--- config.mk ---
export PLATFORM = sky130hd
export DESIGN_NAME = scaled_glyph_rect_renderer_unit
export DESIGN_NICKNAME = d
export VERILOG_FILES = /design/src/rtl/sgr_pkg.sv /design/src/rtl/sgr_cell_decode.sv /design/src/rtl/sgr_rect_emit.sv /design/src/rtl/scaled_glyph_rect_renderer_unit.sv
export SDC_FILE = /design/constraint.sdc
export NUM_CORES = 1
export LEC_CHECK = 0
export ABC_AREA = 1
export BUFFER_PORTS_ARGS = -buffer_cell sky130_fd_sc_hd__buf_2
export CORE_MARGIN = 4
export CORE_UTILIZATION = 60
export CTS_CLUSTER_SIZE = 25
export DETAILED_ROUTE_END_ITERATION = 8
export PLACE_DENSITY = 0.79
export SETUP_SLACK_MARGIN = 0.02
export SLEW_MARGIN = 0
export SYNTH_ARGS = -nofsm -noshare
export SYNTH_HDL_FRONTEND = slang
export SYNTH_SLANG_ARGS = --single-unit
--- constraint.sdc ---
create_clock -name clk -period 13.1 [get_ports clk]
set_input_delay 1.965 -clock clk [delete_from_list [all_inputs] [get_ports clk]]
set_output_delay 1.965 -clock clk [all_outputs]
set_load 0.01 [all_outputs]
--- src/rtl/sgr_pkg.sv ---
// Shared constants, types and the 5x7 font table of the glyph rectangle renderer.
`default_nettype none

package sgr_pkg;

  // Screen size in pixels; the result coordinate widths (8 and 9 bits) are sized for it.
  localparam int unsigned SCREEN_WIDTH  = 240;
  localparam int unsigned SCREEN_HEIGHT = 320;

  localparam int unsigned GLYPH_COLS = 5;
  localparam int unsigned GLYPH_ROWS = 8;
  localparam int unsigned CELL_COLS  = 6;
  localparam int unsigned CELL_ROWS  = 8;

  // Candidate 0 is the background cell, candidate 1 + col*8 + row a glyph square.
  localparam int unsigned CAND_CNT  = 1 + GLYPH_COLS * GLYPH_ROWS;
  localparam int unsigned SEL_W     = $clog2(CAND_CNT);
  localparam int unsigned GLYPH_W   = GLYPH_COLS * GLYPH_ROWS;

  localparam int unsigned MAX_RECTS = 21;
  localparam int unsigned CNT_W     = $clog2(MAX_RECTS);

  localparam logic [7:0] CHAR_SPACE = 8'h20;
  localparam logic [7:0] CHAR_UC_Z  = 8'h5A;
  localparam logic [7:0] CHAR_LC_A  = 8'h61;
  localparam logic [7:0] CHAR_LC_Z  = 8'h7A;
  localparam logic [7:0] CHAR_QMARK = 8'h3F;
  localparam logic [7:0] CASE_FOLD  = 8'h20;

  typedef logic [CAND_CNT-1:0] cand_mask_t;
  typedef logic [SEL_W-1:0]    cand_sel_t;

  typedef struct packed {
    logic [7:0]  x;
    logic [8:0]  y;
    logic [7:0]  w;
    logic [8:0]  h;
    logic [15:0] color;
  } rect_t;

  // Font columns packed {col4, col3, col2, col1, col0}; bit 0 of each byte is the top row.
  function automatic logic [GLYPH_W-1:0] glyph_bits(input logic [5:0] idx);
    logic [GLYPH_W-1:0] g;
    unique case (idx)
      6'd0:  g = 40'h00_00_00_00_00;
      6'd1:  g = 40'h00_00_5F_00_00;
      6'd2:  g = 40'h00_07_00_07_00;
      6'd3:  g = 40'h14_7F_14_7F_14;
      6'd4:  g = 40'h12_2A_7F_2A_24;
      6'd5:  g = 40'h62_64_08_13_23;
      6'd6:  g = 40'h50_22_55_49_36;
      6'd7:  g = 40'h00_00_03_05_00;
      6'd8:  g = 40'h00_41_22_1C_00;
      6'd9:  g = 40'h00_1C_22_41_00;
      6'd10: g = 40'h14_08_3E_08_14;
      6'd11: g = 40'h08_08_3E_08_08;
      6'd12: g = 40'h00_00_30_50_00;
      6'd13: g = 40'h08_08_08_08_08;
      6'd14: g = 40'h00_00_60_60_00;
      6'd15: g = 40'h02_04_08_10_20;
      6'd16: g = 40'h3E_45_49_51_3E;
      6'd17: g = 40'h00_40_7F_42_00;
      6'd18: g = 40'h46_49_51_61_42;
      6'd19: g = 40'h31_4B_45_41_21;
      6'd20: g = 40'h10_7F_12_14_18;
      6'd21: g = 40'h39_45_45_45_27;
      6'd22: g = 40'h30_49_49_4A_3C;
      6'd23: g = 40'h03_05_09_71_01;
      6'd24: g = 40'h36_49_49_49_36;
      6'd25: g = 40'h1E_29_49_49_06;
      6'd26: g = 40'h00_00_36_36_00;
      6'd27: g = 40'h00_00_36_56_00;
      6'd28: g = 40'h00_41_22_14_08;
      6'd29: g = 40'h14_14_14_14_14;
      6'd30: g = 40'h08_14_22_41_00;
      6'd31: g = 40'h06_09_51_01_02;
      6'd32: g = 40'h3E_41_79_49_32;
      6'd33: g = 40'h7E_11_11_11_7E;
      6'd34: g = 40'h36_49_49_49_7F;
      6'd35: g = 40'h22_41_41_41_3E;
      6'd36: g = 40'h1C_22_41_41_7F;
      6'd37: g = 40'h41_49_49_49_7F;
      6'd38: g = 40'h01_09_09_09_7F;
      6'd39: g = 40'h7A_49_49_41_3E;
      6'd40: g = 40'h7F_08_08_08_7F;
      6'd41: g = 40'h00_41_7F_41_00;
      6'd42: g = 40'h01_3F_41_40_20;
      6'd43: g = 40'h41_22_14_08_7F;
      6'd44: g = 40'h40_40_40_40_7F;
      6'd45: g = 40'h7F_02_0C_02_7F;
      6'd46: g = 40'h7F_10_08_04_7F;
      6'd47: g = 40'h3E_41_41_41_3E;
      6'd48: g = 40'h06_09_09_09_7F;
      6'd49: g = 40'h5E_21_51_41_3E;
      6'd50: g = 40'h46_29_19_09_7F;
      6'd51: g = 40'h31_49_49_49_46;
      6'd52: g = 40'h01_01_7F_01_01;
      6'd53: g = 40'h3F_40_40_40_3F;
      6'd54: g = 40'h1F_20_40_20_1F;
      6'd55: g = 40'h3F_40_38_40_3F;
      6'd56: g = 40'h63_14_08_14_63;
      6'd57: g = 40'h07_08_70_08_07;
      6'd58: g = 40'h43_45_49_51_61;
      default: g = 40'h06_09_51_01_02;
    endcase
    return g;
  endfunction

endpackage

`default_nettype wire

--- src/rtl/sgr_cell_decode.sv ---
// Character decode: effective scale and the mask of visible rectangle candidates.
`default_nettype none

module sgr_cell_decode (
  input  wire logic [15:0]       pos_x,
  input  wire logic [15:0]       pos_y,
  input  wire logic [7:0]        char_code,
  input  wire logic [7:0]        scale,
  output sgr_pkg::cand_mask_t    cand_mask,
  output logic [7:0]             scale_eff
);
  import sgr_pkg::*;

  logic [7:0]         ch_fold;
  logic [7:0]         ch_sel;
  logic [5:0]         glyph_idx;
  logic [GLYPH_W-1:0] glyph;
  logic [15:0]        col_x [GLYPH_COLS];
  logic [15:0]        row_y [GLYPH_ROWS];
  logic [GLYPH_COLS-1:0] col_vis;
  logic [GLYPH_ROWS-1:0] row_vis;

  assign scale_eff = (scale == 8'd0) ? 8'd1 : scale;

  // Fold lowercase, then map anything outside space..Z to '?'.
  always_comb begin
    ch_fold = char_code;
    if (char_code >= CHAR_LC_A && char_code <= CHAR_LC_Z) begin
      ch_fold = char_code - CASE_FOLD;
    end
    ch_sel = ch_fold;
    if (ch_fold < CHAR_SPACE || ch_fold > CHAR_UC_Z) begin
      ch_sel = CHAR_QMARK;
    end
    glyph_idx = 6'(ch_sel - CHAR_SPACE);
  end

  assign glyph = glyph_bits(glyph_idx);

  // Square origins wrap at 16 bits; an origin off screen drops the square.
  always_comb begin
    for (int c = 0; c < GLYPH_COLS; c++) begin
      col_x[c]   = pos_x + {5'd0, 3'(c) * {3'd0, scale_eff}};
      col_vis[c] = col_x[c] < 16'(SCREEN_WIDTH);
    end
    for (int r = 0; r < GLYPH_ROWS; r++) begin
      row_y[r]   = pos_y + {5'd0, 3'(r) * {3'd0, scale_eff}};
      row_vis[r] = row_y[r] < 16'(SCREEN_HEIGHT);
    end
  end

  always_comb begin
    cand_mask[0] = (pos_x < 16'(SCREEN_WIDTH)) && (pos_y < 16'(SCREEN_HEIGHT));
    for (int c = 0; c < GLYPH_COLS; c++) begin
      for (int r = 0; r < GLYPH_ROWS; r++) begin
        cand_mask[1 + c * GLYPH_ROWS + r] =
          glyph[c * GLYPH_ROWS + r] & col_vis[c] & row_vis[r];
      end
    end
  end

endmodule

`default_nettype wire

--- src/rtl/sgr_rect_emit.sv ---
// Rectangle pick: lowest pending candidate, its geometry and the edge clip.
`default_nettype none

module sgr_rect_emit (
  input  wire logic [15:0]        pos_x,
  input  wire logic [15:0]        pos_y,
  input  wire logic [7:0]         scale_eff,
  input  wire logic [15:0]        fg_color,
  input  wire logic [15:0]        bg_color,
  input  wire sgr_pkg::cand_mask_t cand_mask,
  output sgr_pkg::rect_t          rect,
  output sgr_pkg::cand_mask_t     rest_mask
);
  import sgr_pkg::*;

  cand_sel_t   sel;
  cand_sel_t   sq_idx;
  logic [2:0]  sq_col;
  logic [2:0]  sq_row;
  logic [15:0] org_x;
  logic [15:0] org_y;
  logic [10:0] size_w;
  logic [10:0] size_h;
  logic [15:0] color_sel;
  logic [16:0] end_x;
  logic [16:0] end_y;
  logic [15:0] clip_w;
  logic [15:0] clip_h;

  // Lowest set bit first keeps the background ahead and glyph squares column-major.
  always_comb begin
    sel = '0;
    for (int i = CAND_CNT - 1; i >= 0; i--) begin
      if (cand_mask[i]) begin
        sel = SEL_W'(i);
      end
    end
  end

  assign sq_idx = sel - SEL_W'(1);
  assign sq_col = sq_idx[5:3];
  assign sq_row = sq_idx[2:0];

  always_comb begin
    if (sel == '0) begin
      org_x     = pos_x;
      org_y     = pos_y;
      size_w    = 11'(CELL_COLS) * {3'd0, scale_eff};
      size_h    = 11'(CELL_ROWS) * {3'd0, scale_eff};
      color_sel = bg_color;
    end else begin
      org_x     = pos_x + {5'd0, sq_col * {3'd0, scale_eff}};
      org_y     = pos_y + {5'd0, sq_row * {3'd0, scale_eff}};
      size_w    = {3'd0, scale_eff};
      size_h    = {3'd0, scale_eff};
      color_sel = fg_color;
    end
  end

  // Origin is on screen here; cut the size to end at the right and bottom edges.
  always_comb begin
    end_x  = {1'b0, org_x} + {6'd0, size_w};
    end_y  = {1'b0, org_y} + {6'd0, size_h};
    clip_w = (end_x > 17'(SCREEN_WIDTH))  ? 16'(SCREEN_WIDTH)  - org_x : {5'd0, size_w};
    clip_h = (end_y > 17'(SCREEN_HEIGHT)) ? 16'(SCREEN_HEIGHT) - org_y : {5'd0, size_h};
    rect.x     = org_x[7:0];
    rect.y     = org_y[8:0];
    rect.w     = clip_w[7:0];
    rect.h     = clip_h[8:0];
    rect.color = color_sel;
  end

  assign rest_mask = cand_mask & ~(cand_mask_t'(1) << sel);

endmodule

`default_nettype wire

--- src/rtl/scaled_glyph_rect_renderer_unit.sv ---
// Top level of the scaled glyph renderer: input register, rectangle walker, result register.
//
// Usage:
//   One input transaction carries a character cell (position, code, colors, scale).
//   The block answers with a run of fill-rectangle result transactions: the clipped
//   background cell first, then one scale-by-scale square per set font pixel, column
//   by column, top to bottom. Squares whose origin is off screen are dropped and the
//   run is capped at 21 rectangles; the final one has out_last_rect high. A character
//   with nothing on screen yields no result transaction at all.
// Path: an accepted character waits in the input register, then loads into the walker,
//   and each of its rectangles then leaves through the result register.
// Throughput: one rectangle per cycle unless out_ready stalls the output; a character
//   gives N rectangles, N being its visible rectangle count (at most 21). The walker
//   takes the next character in the cycle its last rectangle leaves, so characters
//   stream without gaps; the input register holds one character in waiting.
// Stall: when out_ready is low the result register holds, the walker holds, and
//   in_ready drops once the input register is full. No transaction is lost.
// Reset: synchronous active-low rst_n empties all three stages; no memory to clear.
`default_nettype none

module scaled_glyph_rect_renderer_unit (
  input  wire logic        clk,
  input  wire logic        rst_n,
  input  wire logic        in_valid,
  output logic             in_ready,
  input  wire logic [15:0] in_pos_x,
  input  wire logic [15:0] in_pos_y,
  input  wire logic [7:0]  in_char_code,
  input  wire logic [15:0] in_fg_color,
  input  wire logic [15:0] in_bg_color,
  input  wire logic [7:0]  in_scale,
  output logic             out_valid,
  input  wire logic        out_ready,
  output logic [7:0]       out_rect_x,
  output logic [8:0]       out_rect_y,
  output logic [7:0]       out_rect_w,
  output logic [8:0]       out_rect_h,
  output logic [15:0]      out_rect_color,
  output logic             out_last_rect
);
  import sgr_pkg::*;

  // Input register
  logic        s1_vld_r;
  logic [15:0] s1_px_r;
  logic [15:0] s1_py_r;
  logic [7:0]  s1_char_r;
  logic [15:0] s1_fg_r;
  logic [15:0] s1_bg_r;
  logic [7:0]  s1_scale_r;

  // Rectangle walker
  logic             wk_vld_r;
  logic [15:0]      wk_px_r;
  logic [15:0]      wk_py_r;
  logic [7:0]       wk_scale_r;
  logic [15:0]      wk_fg_r;
  logic [15:0]      wk_bg_r;
  cand_mask_t       wk_mask_r;
  logic [CNT_W-1:0] wk_cnt_r;

  // Result register
  logic  out_vld_r;
  rect_t out_rect_r;
  logic  out_last_r;

  cand_mask_t dec_mask;
  logic [7:0] dec_scale;
  rect_t      emit_rect;
  cand_mask_t emit_rest;
  logic       out_free;
  logic       emit_fire;
  logic       emit_last;
  logic       walk_free;
  logic       wk_load;
  logic       in_fire;

  sgr_cell_decode u_decode (
    .pos_x     (s1_px_r),
    .pos_y     (s1_py_r),
    .char_code (s1_char_r),
    .scale     (s1_scale_r),
    .cand_mask (dec_mask),
    .scale_eff (dec_scale)
  );

  sgr_rect_emit u_emit (
    .pos_x     (wk_px_r),
    .pos_y     (wk_py_r),
    .scale_eff (wk_scale_r),
    .fg_color  (wk_fg_r),
    .bg_color  (wk_bg_r),
    .cand_mask (wk_mask_r),
    .rect      (emit_rect),
    .rest_mask (emit_rest)
  );

  // Handshake chain: result register frees the walker, the walker frees the input register.
  assign out_free  = !out_vld_r || out_ready;
  assign emit_fire = wk_vld_r && out_free;
  assign emit_last = (emit_rest == '0) || (wk_cnt_r == CNT_W'(MAX_RECTS - 1));
  assign walk_free = !wk_vld_r || (emit_fire && emit_last);
  assign wk_load   = s1_vld_r && walk_free;
  assign in_ready  = !s1_vld_r || wk_load;
  assign in_fire   = in_valid && in_ready;

  always_ff @(posedge clk) begin
    if (!rst_n) begin
      s1_vld_r <= 1'b0;
    end else if (in_fire) begin
      s1_vld_r <= 1'b1;
    end else if (wk_load) begin
      s1_vld_r <= 1'b0;
    end
  end

  always_ff @(posedge clk) begin
    if (in_fire) begin
      s1_px_r    <= in_pos_x;
      s1_py_r    <= in_pos_y;
      s1_char_r  <= in_char_code;
      s1_fg_r    <= in_fg_color;
      s1_bg_r    <= in_bg_color;
      s1_scale_r <= in_scale;
    end
  end

  // Load a new character (drop it if nothing is visible), else advance past the emitted one.
  always_ff @(posedge clk) begin
    if (!rst_n) begin
      wk_vld_r <= 1'b0;
      wk_cnt_r <= '0;
    end else if (wk_load) begin
      wk_vld_r <= (dec_mask != '0);
      wk_cnt_r <= '0;
    end else if (emit_fire) begin
      if (emit_last) begin
        wk_vld_r <= 1'b0;
      end
      wk_cnt_r <= wk_cnt_r + CNT_W'(1);
    end
  end

  always_ff @(posedge clk) begin
    if (wk_load) begin
      wk_px_r    <= s1_px_r;
      wk_py_r    <= s1_py_r;
      wk_scale_r <= dec_scale;
      wk_fg_r    <= s1_fg_r;
      wk_bg_r    <= s1_bg_r;
      wk_mask_r  <= dec_mask;
    end else if (emit_fire) begin
      wk_mask_r  <= emit_rest;
    end
  end

  always_ff @(posedge clk) begin
    if (!rst_n) begin
      out_vld_r <= 1'b0;
    end else if (emit_fire) begin
      out_vld_r <= 1'b1;
    end else if (out_ready) begin
      out_vld_r <= 1'b0;
    end
  end

  always_ff @(posedge clk) begin
    if (emit_fire) begin
      out_rect_r <= emit_rect;
      out_last_r <= emit_last;
    end
  end

  assign out_valid      = out_vld_r;
  assign out_rect_x     = out_rect_r.x;
  assign out_rect_y     = out_rect_r.y;
  assign out_rect_w     = out_rect_r.w;
  assign out_rect_h     = out_rect_r.h;
  assign out_rect_color = out_rect_r.color;
  assign out_last_rect  = out_last_r;

`ifndef SYNTHESIS
  // An active walker always has a rectangle pending.
  a_walker_nonempty: assert property (@(posedge clk) disable iff (!rst_n)
    wk_vld_r |-> (wk_mask_r != '0))
    else $error("walker active with empty candidate mask");

  // Run cap: the walker never counts past the last allowed rectangle.
  a_cnt_cap: assert property (@(posedge clk) disable iff (!rst_n)
    wk_vld_r |-> (wk_cnt_r <= CNT_W'(MAX_RECTS - 1)))
    else $error("rectangle count beyond cap");

  // Every presented rectangle sits on screen with a nonzero size.
  a_rect_on_screen: assert property (@(posedge clk) disable iff (!rst_n)
    out_vld_r |-> (out_rect_r.x < 8'(SCREEN_WIDTH)) && (out_rect_r.y < 9'(SCREEN_HEIGHT))
                  && (out_rect_r.w != '0) && (out_rect_r.h != '0))
    else $error("rectangle off screen or empty");

  // A final rectangle taken frees the walker unless a new character loads the same cycle.
  a_last_frees: assert property (@(posedge clk) disable iff (!rst_n)
    (emit_fire && emit_last && !wk_load) |=> !wk_vld_r)
    else $error("walker still active after last rectangle");
`endif

endmodule

`default_nettype wire

# Word level (Yosys, flattened, before mapping)
# Memory sizes are Yosys's and may differ from the RTL's.
# Cells that the tools add are included.
classes:
  addsub: 21
  multipliers: 7
  div: 0
  magnitude_cmp: 19
  eq_ne: 1
  n_shift: 1
  mux: 60
  bitwise_logic: 83
  reduce_logical: 24
op_table:
  columns: ["op", "n"]
  rows:
  - ["6-bit 2-to-1 mux", 42]
  - ["16-bit by 9-bit less-than comparator with 1-bit output, second input constant", 8]
  - ["41-bit 2-to-1 mux", 2]
  - ["16-bit by 11-bit adder with 16-bit output", 5]
  - ["16-bit by 8-bit less-than comparator with 1-bit output, second input constant", 5]
  - ["1-bit AND", 75]
  - ["16-bit by 10-bit adder with 16-bit output", 4]
  - ["16-bit 2-to-1 mux", 3]
  - ["41-bit AND", 1]
  - ["41-bit logical NOT", 1]
  - ["41-bit inverter", 1]
  - ["41-bit nonzero test", 1]
  - ["1-bit by 6-bit << shifter with 41-bit output, first input constant", 1]
  - ["16-bit by 11-bit adder with 17-bit output", 2]
  - ["16-bit by 8-bit adder with 16-bit output", 2]
  - ["16-bit by 9-bit adder with 16-bit output", 2]
  - ["2-bit by 8-bit multiplier with 10-bit output, first input constant", 3]
  - ["8-bit 2-to-1 mux", 3]
  - ["3-bit by 8-bit multiplier with 11-bit output", 2]
  - ["3-bit by 8-bit multiplier with 11-bit output, first input constant", 2]
  - ["11-bit 2-to-1 mux", 2]
  - ["17-bit by 8-bit > comparator with 1-bit output, second input constant", 1]
  - ["17-bit by 9-bit > comparator with 1-bit output, second input constant", 1]
  - ["9-bit 2-to-1 mux", 1]
  - ["other kinds (22)", 46]
word_totals:
  regBits: 252
  latchBits: 0
  ramBits: 0
  rom_bits: 2240
  in_bits: 84
  output_inout_bits: 53
  wordCells: 239
  n_memories: 1
mem_list:
  columns: ["memory", "depth", "width", "read_ports", "rd_ports_with_merged_regs", "wr", "line_no", "source"]
  rows:
  - ["(no name shown)", 64, 35, 1, 0, 0, "sgr_pkg.sv:44", "unique case (idx)"]

# Longest topological paths before layout
# Gate-level depths: netlist (run 1).
logic_depth:
  word_depth: 52
  depth_mapped: 73
  depth_no_buf: 71

# By module
# A second synthesis (run 1) with hierarchy kept.
hier_totals:
  cells_unflattened: 3103
  area_unflattened_um2: 22499.1
modules_own_cells:
  columns: ["mod", "instances", "cells_each", "area_each_um2", "seq_area_each_um2"]
  rows:
  - ["scaled_glyph_rect_renderer_unit", 1, 488, 8575.7, 7487.2]
  - ["sgr_cell_decode", 1, 1671, 8386.8, 0.0]
  - ["sgr_rect_emit", 1, 944, 5536.6, 0.0]

# Least setup slack after synthesis (run 1)
# No wires, ideal clock.
synth_path:
  path_type: "flip-flop to flip-flop"
  startpoint: "register wk_mask_r[37]"
  endpoint: "register out_rect_r, in the netlist out_rect_h[0] (data pin)"
  setup_time_ns: 0.266
  t_arrival_ns: 7.270
  required_time_ns: 12.834
  setup_slack_ns: 5.565
  stages_incl_launch_ff: 67
  path_buffers: 2
  synth_period_minus_slack_ns: 7.535
  path_cell_list: "edfxtp_1 > inv_1 > nand2_1 > nand2_1 > nand2_1 > nand2_1 > nand2_1 > nand2_1 > nand2_1 > nand2_1 > nand2_1 > nand2_1 > nand2_1 > nand2_1 > nand2_1 > nand2_1 > nand2_1 > nand2_1 > [31 not listed] > nor2_1 > nor2_1 > o21bai_1 > xor2_1 > o21ai_0 > ha_1 > nand2_1 > o21ai_0 > a21oi_1 > o21bai_1 > xor2_1 > o211a_1 > o2111ai_1 > nor3b_1 > nand2_1 > clkbuf_1 > nand2_1 > o21ai_0"
synth_rtl:
  columns: ["element", "line_no", "source"]
  rows:
  - ["from (decl)", "scaled_glyph_rect_renderer_unit.sv:59", "cand_mask_t wk_mask_r;"]
  - ["from (signal assigned)", "scaled_glyph_rect_renderer_unit.sv:151", "wk_mask_r <= dec_mask;"]
  - ["from (signal assigned)", "scaled_glyph_rect_renderer_unit.sv:153", "wk_mask_r <= emit_rest;"]
  - ["to (signal assigned)", "scaled_glyph_rect_renderer_unit.sv:169", "out_rect_r <= emit_rect;"]
  - ["to (decl)", "scaled_glyph_rect_renderer_unit.sv:64", "rect_t out_rect_r;"]

==> results of run 1 <==
-- cell usage after synthesis (10+ instances only) --
library cell,n,area [µm²]
a211oi_1,12,90.1
a21oi_1,157,786
a31oi_1,11,68.8
buf_2,19,95.1
clkbuf_1,23,86.3
edfxtp_1,244,7330
fa_1,40,801
ha_1,172,2150
inv_1,355,1330
inv_2,13,48.8
mux2i_1,13,130
nand2_1,534,2000
nand3_1,106,531
nand4_1,47,294
nor2_1,211,792
nor2_2,10,62.6
nor3_1,28,140
nor4_1,11,68.8
o2111ai_1,12,105
o211ai_1,13,97.6
o21ai_0,160,801
o21ai_1,29,145
o21ai_2,11,96.3
o21bai_1,18,135
or2_2,12,75.1
xnor2_1,34,298
xor2_1,56,490
-- cell usage in the layout (no fill, tap or decap), types with 29 or more instances in the layout --
cell / netlist / layout
xor2_1: 56 / 56
nand2_1: 534 / 533
inv_1: 355 / 353
ha_1: 172 / 172
o21ai_1: 29 / 29
o21ai_0: 160 / 160
edfxtp_1: 244 / 244
nand4_1: 47 / 47
nand3_1: 106 / 106
a21oi_1: 157 / 157
nor2_1: 211 / 210
xnor2_1: 34 / 34
fa_1: 40 / 40
buf_2: 19 / 136
-- metal layers --
metal | GRT usage (%) | vias to the layer above | part of all wire, %
met5 | 0 | - | 0
met4 | 10.7 | 0 | 4.0
met3 | 4.99 | 175 | 9.1
met2 | 52.8 | 909 | 45
met1 | 45.7 | 8593 | 42
li1 | - | 8632 | -
-- metrics by stage --
step                cells  hold slack, ns  utilization, %  area (µm²)  worst slack (ns)
detailed placement   3008           0.405            64.7       21300              4.53
finish               3060           0.417            67.3       22100              4.36
floorplan            2472           0.400               -       20200              5.56
CTS                  3060           0.418            67.3       22100              4.43
global placement     3008           0.401            64.7       21300              4.87
global route         3060           0.427            67.3       22100              3.41
-- report_power, final --
| part | internal, mW | switching (mW) |
|---|---|---|
| Combinational | 0.354 | 0.590 |
| Clock | 0.415 | 0.323 |
| Sequential | 0.940 | 0.0357 |
-- path summary, 6_finish.rpt --
path | start | end | cells after the start
setup / recovery | wk_mask_r[38]$_DFFE_PP_ | out_rect_h[8]$_DFFE_PP_ | 65
setup reg to reg | wk_mask_r[38]$_DFFE_PP_ | out_rect_h[8]$_DFFE_PP_ | 65
hold reg to reg | s1_bg_r[8]$_DFFE_PP_ | wk_bg_r[8]$_DFFE_PP_ | 0
hold / removal | s1_bg_r[8]$_DFFE_PP_ | wk_bg_r[8]$_DFFE_PP_ | 0
-- final cells by class --
| class | instances | area [µm²] |
|---|---|---|
| multi-input combinational | 1794 | 11000 |
| fill | 2621 | 10700 |
| sequential | 252 | 7490 |
| inverter | 371 | 1400 |
| timing repair buffer | 149 | 778 |
| clock buffer | 33 | 719 |
| tap | 442 | 553 |
| clock inverter | 19 | 144 |
-- sequential cells by signal, indices dropped and copies added (netlist names), 5 cells and up --
name            cells
out_rect_color     16
out_rect_h          9
out_rect_w          8
out_rect_x          8
out_rect_y          9
s1_bg_r            16
s1_char_r           8
s1_fg_r            16
s1_px_r            16
s1_py_r            16
s1_scale_r          8
wk_bg_r            16
wk_cnt_r            5
wk_fg_r            16
wk_mask_r          41
wk_px_r            16
wk_py_r            16
wk_scale_r          8
-- logic make-up (layout without fill, tap and decap cells) --
family                   count (synthesis)  after routing  synth area share, %
AND/OR/NAND/NOR                        995            995                 21.4
AO/OA/AOI/OAI                          483            483                 14.0
buffers and inverters                  426            572                 8.25
flip-flops                             252            252                 37.1
adder cells (fa/ha/maj)                212            212                 14.6
XOR/XNOR                                91             91                 3.99
multiplexers                            13             13                0.645
==> results.ini, run 1 <==
[status]
status=finished clean

[critical_path]
crit_buf_inv=3
path_class=reg -> reg
critPathTopFamily=simple AND/OR/NAND/NOR gates
cpMaxStageDelayCell=fa_1
critPathCaptureType=register
crit_required_ns=13.40
crit_fanout=14
cp_common_cell=nand2_1
max_stage_delay_ns=0.52
cp.arrival_ns=9.04
r2r_slack_ns=4.36
start_kind=register

[pwr]
max-vdd-ir-drop_mv=0.129
p_leak_nw=10.3
power_mw=2.66
power_density_mw_per_mm2=120

[sta]
fin_crit_sh_pct=66.7
skew_ns=0.0244
hold_violations=0
fmax_mhz=114
grt_setup_unrepaired=false
post-route-min-period_ns=8.74
slew_viol_final=0
setup_violations=0
worst_pin_slew_ns=1.28
finalSetupTns_ns=0
slew_headroom_pct=14.7

[route]
routed_wl_mm=60.2
via_count=18300
drc_errors=0
dr.pass1.iters=7
drtIter0Drc=2029
ant_nets=0
routed_via_density=5.98
wl_per_cell_um=19.7

[logic_synthesis]
syn-cell-area_mm2=0.0202
synth_nets=2768
synth_seq_area_share_pct=37.1
synthArstFlopShare_pct=0
synth_edf_count=244
avgSynthCellArea_um2=8.16
synthFlopType=edfxtp_1
postSynthCellCount=2472
synth.distinct_cells=71
ys_warn_count=0
yosys_register_bits=252

[min_path]
min-delay-path-class=reg -> reg

[die]
rows=66
die_area_mm2=0.0366
die_h_um=191
fp.dieW_um=191
core_area_mm2=0.0329
io_pins=137
start_util_pct=61.4

[finish]
area_growth_pct=9.61
final_nets=2892
antenna_cells=0
drive_gt1_share_pct=10.4

[clock_tree]
cts_hold_buffers=0
post_cts_buffers=0
htreeDepth=1
cts_buffer_depth=3
clk_latency_ns=0.57
cts_sinks=252
cts_tree=built
clockRootBuffer=clkbuf_16
numCtsBuffers=28
ctsResizeCount=0
clk_pin_slew_ns=0.06

[place]
place_hpwl_mm=46.5
portBuffers=136
gp_congestion=1.02

[global_route]
grt_max_degree=84
track_usage_pct=32.8
grt_pass1_wl_mm=94.7
grt_pass1_vias=17800
antenna_found_initial=1
grt_overflow_total=0

[job]
cap_violations=0

No activity file was read; power rests on OpenSTA's default activity.
==> run 2, diff against run 1 <==
Settings changed: ABC_AREA 1 to 0, CORE_UTILIZATION 60 to 57.
Clock period 13.1 ns to 7.6 ns, I/O delays scaled along.
==> run 2 against run 1 <==
Synthesized cell count shrank 10%; area after synthesis up 2.1%; design area is 7.5% higher; first-iteration DRC count up 21%; clock-buffer cell count down 2; combinational power grew 98%; routed wire length grew 12%; critical path type unchanged; critical endpoint is now out_rect_w[3]$_DFFE_PP_; largest cell class unchanged.
==> results.ini, run 2 <==
[die]
fp.dieW_um=198
die_h_um=198
core_area_mm2=0.0357
die_area_mm2=0.0393
start_util_pct=57.8
rows=69
io_pins=137

[critical_path]
path_class=reg -> reg
cpMaxStageDelayCell=fa_1
crit_fanout=8
cp_common_cell=a211oi_2
critPathCaptureType=register
max_stage_delay_ns=0.53
crit_required_ns=7.91
start_kind=register
r2r_start=wk_mask_r[36]$_DFFE_PP_
cp.arrival_ns=7.76
worstSetupStartpoint=wk_mask_r[36]$_DFFE_PP_
r2r_cells=32

[logic_synthesis]
synth_top_cells_by_count=244 x edfxtp_1, 243 x nand2_1, 172 x ha_1
synth_seq_area_share_pct=36.3
post-synth-top-area-fraction_pct=35.5
netlist.top_cell.by_area=edfxtp_1
synth_edf_count=244
ys_warn_count=0
synth_area_leaders=edfxtp_1 36%, ha_1 10%, nand2_1 4.4%
synth.distinct_cells=93
avgSynthCellArea_um2=9.31
yosys_register_bits=252
syn-cell-area_mm2=0.0206
synthMostInstantiatedCell=edfxtp_1
synth_nets=2510
synthFlopType=edfxtp_1
synthArstFlopShare_pct=0
postSynthCellCount=2214

[pwr]
max-vdd-ir-drop_mv=0.244
p_leak_nw=9.57
power_density_mw_per_mm2=211

[clock_tree]
cts_hold_buffers=0
clk_latency_ns=0.56
numCtsBuffers=28
cts_sinks=252
htreeDepth=1
cts_buffer_depth=3
clockRootBuffer=clkbuf_16
cts_tree=built
clk_pin_slew_ns=0.06

[status]
status=finished clean

[global_route]
track_usage_pct=32.6
grt_pass1_wl_mm=102
grt_max_degree=80
grt_pass1_vias=18800
grt_overflow_total=0
antenna_found_initial=0

[finish]
area_growth_pct=15.4
stdcell_area_mm2=0.0238
largest_reg_flops=41
antenna_cells=0
fin_util_pct=66.7
final_nets=2699
drive_gt1_share_pct=17.3
fill_cells=2767
largest_register=wk_mask_r
layout_common_cells=244 x edfxtp_1, 239 x nand2_1, 164 x ha_1, 149 x nor2_1, 145 x inv_1
final_common_cell=edfxtp_1

[place]
portBuffers=136
place_area_mm2=0.0223
place_hpwl_mm=49.0
gp_congestion=1.02

[sta]
post-route-min-period_ns=7.46
worst_pin_slew_ns=1.02
hold_violations=0
finalSetupTns_ns=0
slew_viol_final=0
setup_violations=0
fin_crit_sh_pct=98.1
fmax_mhz=134
skew_ns=0.00925
slew_headroom_pct=32.1

[job]
cap_violations=0

[route]
drc_errors=0
routed_via_density=6.68
via_count=19300
routed_wl_mm=67.4
wl_per_cell_um=23.3
ant_nets=0
drtIter0Drc=2461
dr.pass1.iters=6

[min_path]
min_from=s1_fg_r[4]$_DFFE_PP_
min_path_cells=0
min-delay-path-class=reg -> reg

## run 2: changes by cell type in the layout (fill, tap and decap cells not counted), sizes merged, moves of 19 or more
cell and delta:
nand2 -294, inv -220, buf +100, nor2 -75, nand3 -47, o21ai -40
and2 +26, mux2i +25, nand2b +22, o31ai +21, nand4 -19
## run 2: through the flow
step	std cells	worst slack [ns]	power (mW)	hold slack, ns
detailed placement	2815	-0.420	3.34	0.405
global placement	2815	-0.107	3.26	0.401
finish	2886	0.144	5.02	0.419
CTS	2877	0.0584	4.88	0.415
global route	2886	-0.108	5.27	0.427
floorplan	2214	0.246	2.86	0.400
## run 2: per-layer routing
layer | up-vias | GRT usage [%] | wire length, µm | part of all wire [%]
li1 | 8658 | - | - | -
met1 | 9198 | 43.7 | 26800 | 40
met2 | 1148 | 52.6 | 30800 | 46
met3 | 271 | 6.57 | 6730 | 10
met4 | 0 | 12.4 | 3060 | 4.5
met5 | - | 0 | 0 | 0
## run 2: worst max-delay path, delay by kind of cell (launching register included)
| family | cells | cell delay [ns] |
|---|---|---|
| fa+ha+maj | 5 | 1.80 |
| buf+inv | 4 | 0.49 |
| xor+xnor | 1 | 0.22 |
| mux | 1 | 0.30 |
| compound gates | 16 | 3.12 |
| flops | 1 | 0.41 |
| simple gates | 5 | 0.84 |
## run 2: layout make-up
type	instances	area, µm²	share of cell area (%)
multi-input cells	1721	12600	52.9
flip-flops and latches	252	7490	31.5
repair buffers	249	1560	6.56
clock buffers	31	733	3.08
well taps	461	577	2.42
inverters	151	567	2.38
clock inverters	21	272	1.14
## run 2: repair_timing
item / in CTS / in global routing
pin swaps: 18 / 55
endpoints found under the setup margin: 17 / 17
gates resized for setup: 31 / 63
buffers inserted: 10 / 9
cloned: 0 / 0
## run 2: final timing paths
path | endpoint | slack (ns)
setup / recovery | out_rect_w[3]$_DFFE_PP_ | 0.14
hold / removal | wk_fg_r[4]$_DFFE_PP_ | 0.42
setup reg to reg | out_rect_w[3]$_DFFE_PP_ | 0.14
hold reg to reg | wk_fg_r[4]$_DFFE_PP_ | 0.42
## run 2: power breakdown
group / leakage, nW / internal [mW] / total [mW] / switching [mW]
logic: 6.71 / 0.821 / 1.87 / 1.05
registers: 2.38 / 1.61 / 1.68 / 0.0714
clock network: 0.489 / 0.901 / 1.47 / 0.569
## run 2: cell families (layout without fill, tap and decap cells)
family / count (synthesis) / in the layout / synth area share (%)
AO/OA/AOI/OAI: 639 / 639 / 20.6
AND/OR/NAND/NOR: 720 / 720 / 17.2
multiplexers: 56 / 56 / 2.97
flip-flops: 252 / 252 / 36.3
buffers and inverters: 241 / 452 / 4.60
XOR/XNOR: 94 / 94 / 3.99
adder cells (fa/ha/maj): 212 / 212 / 14.3
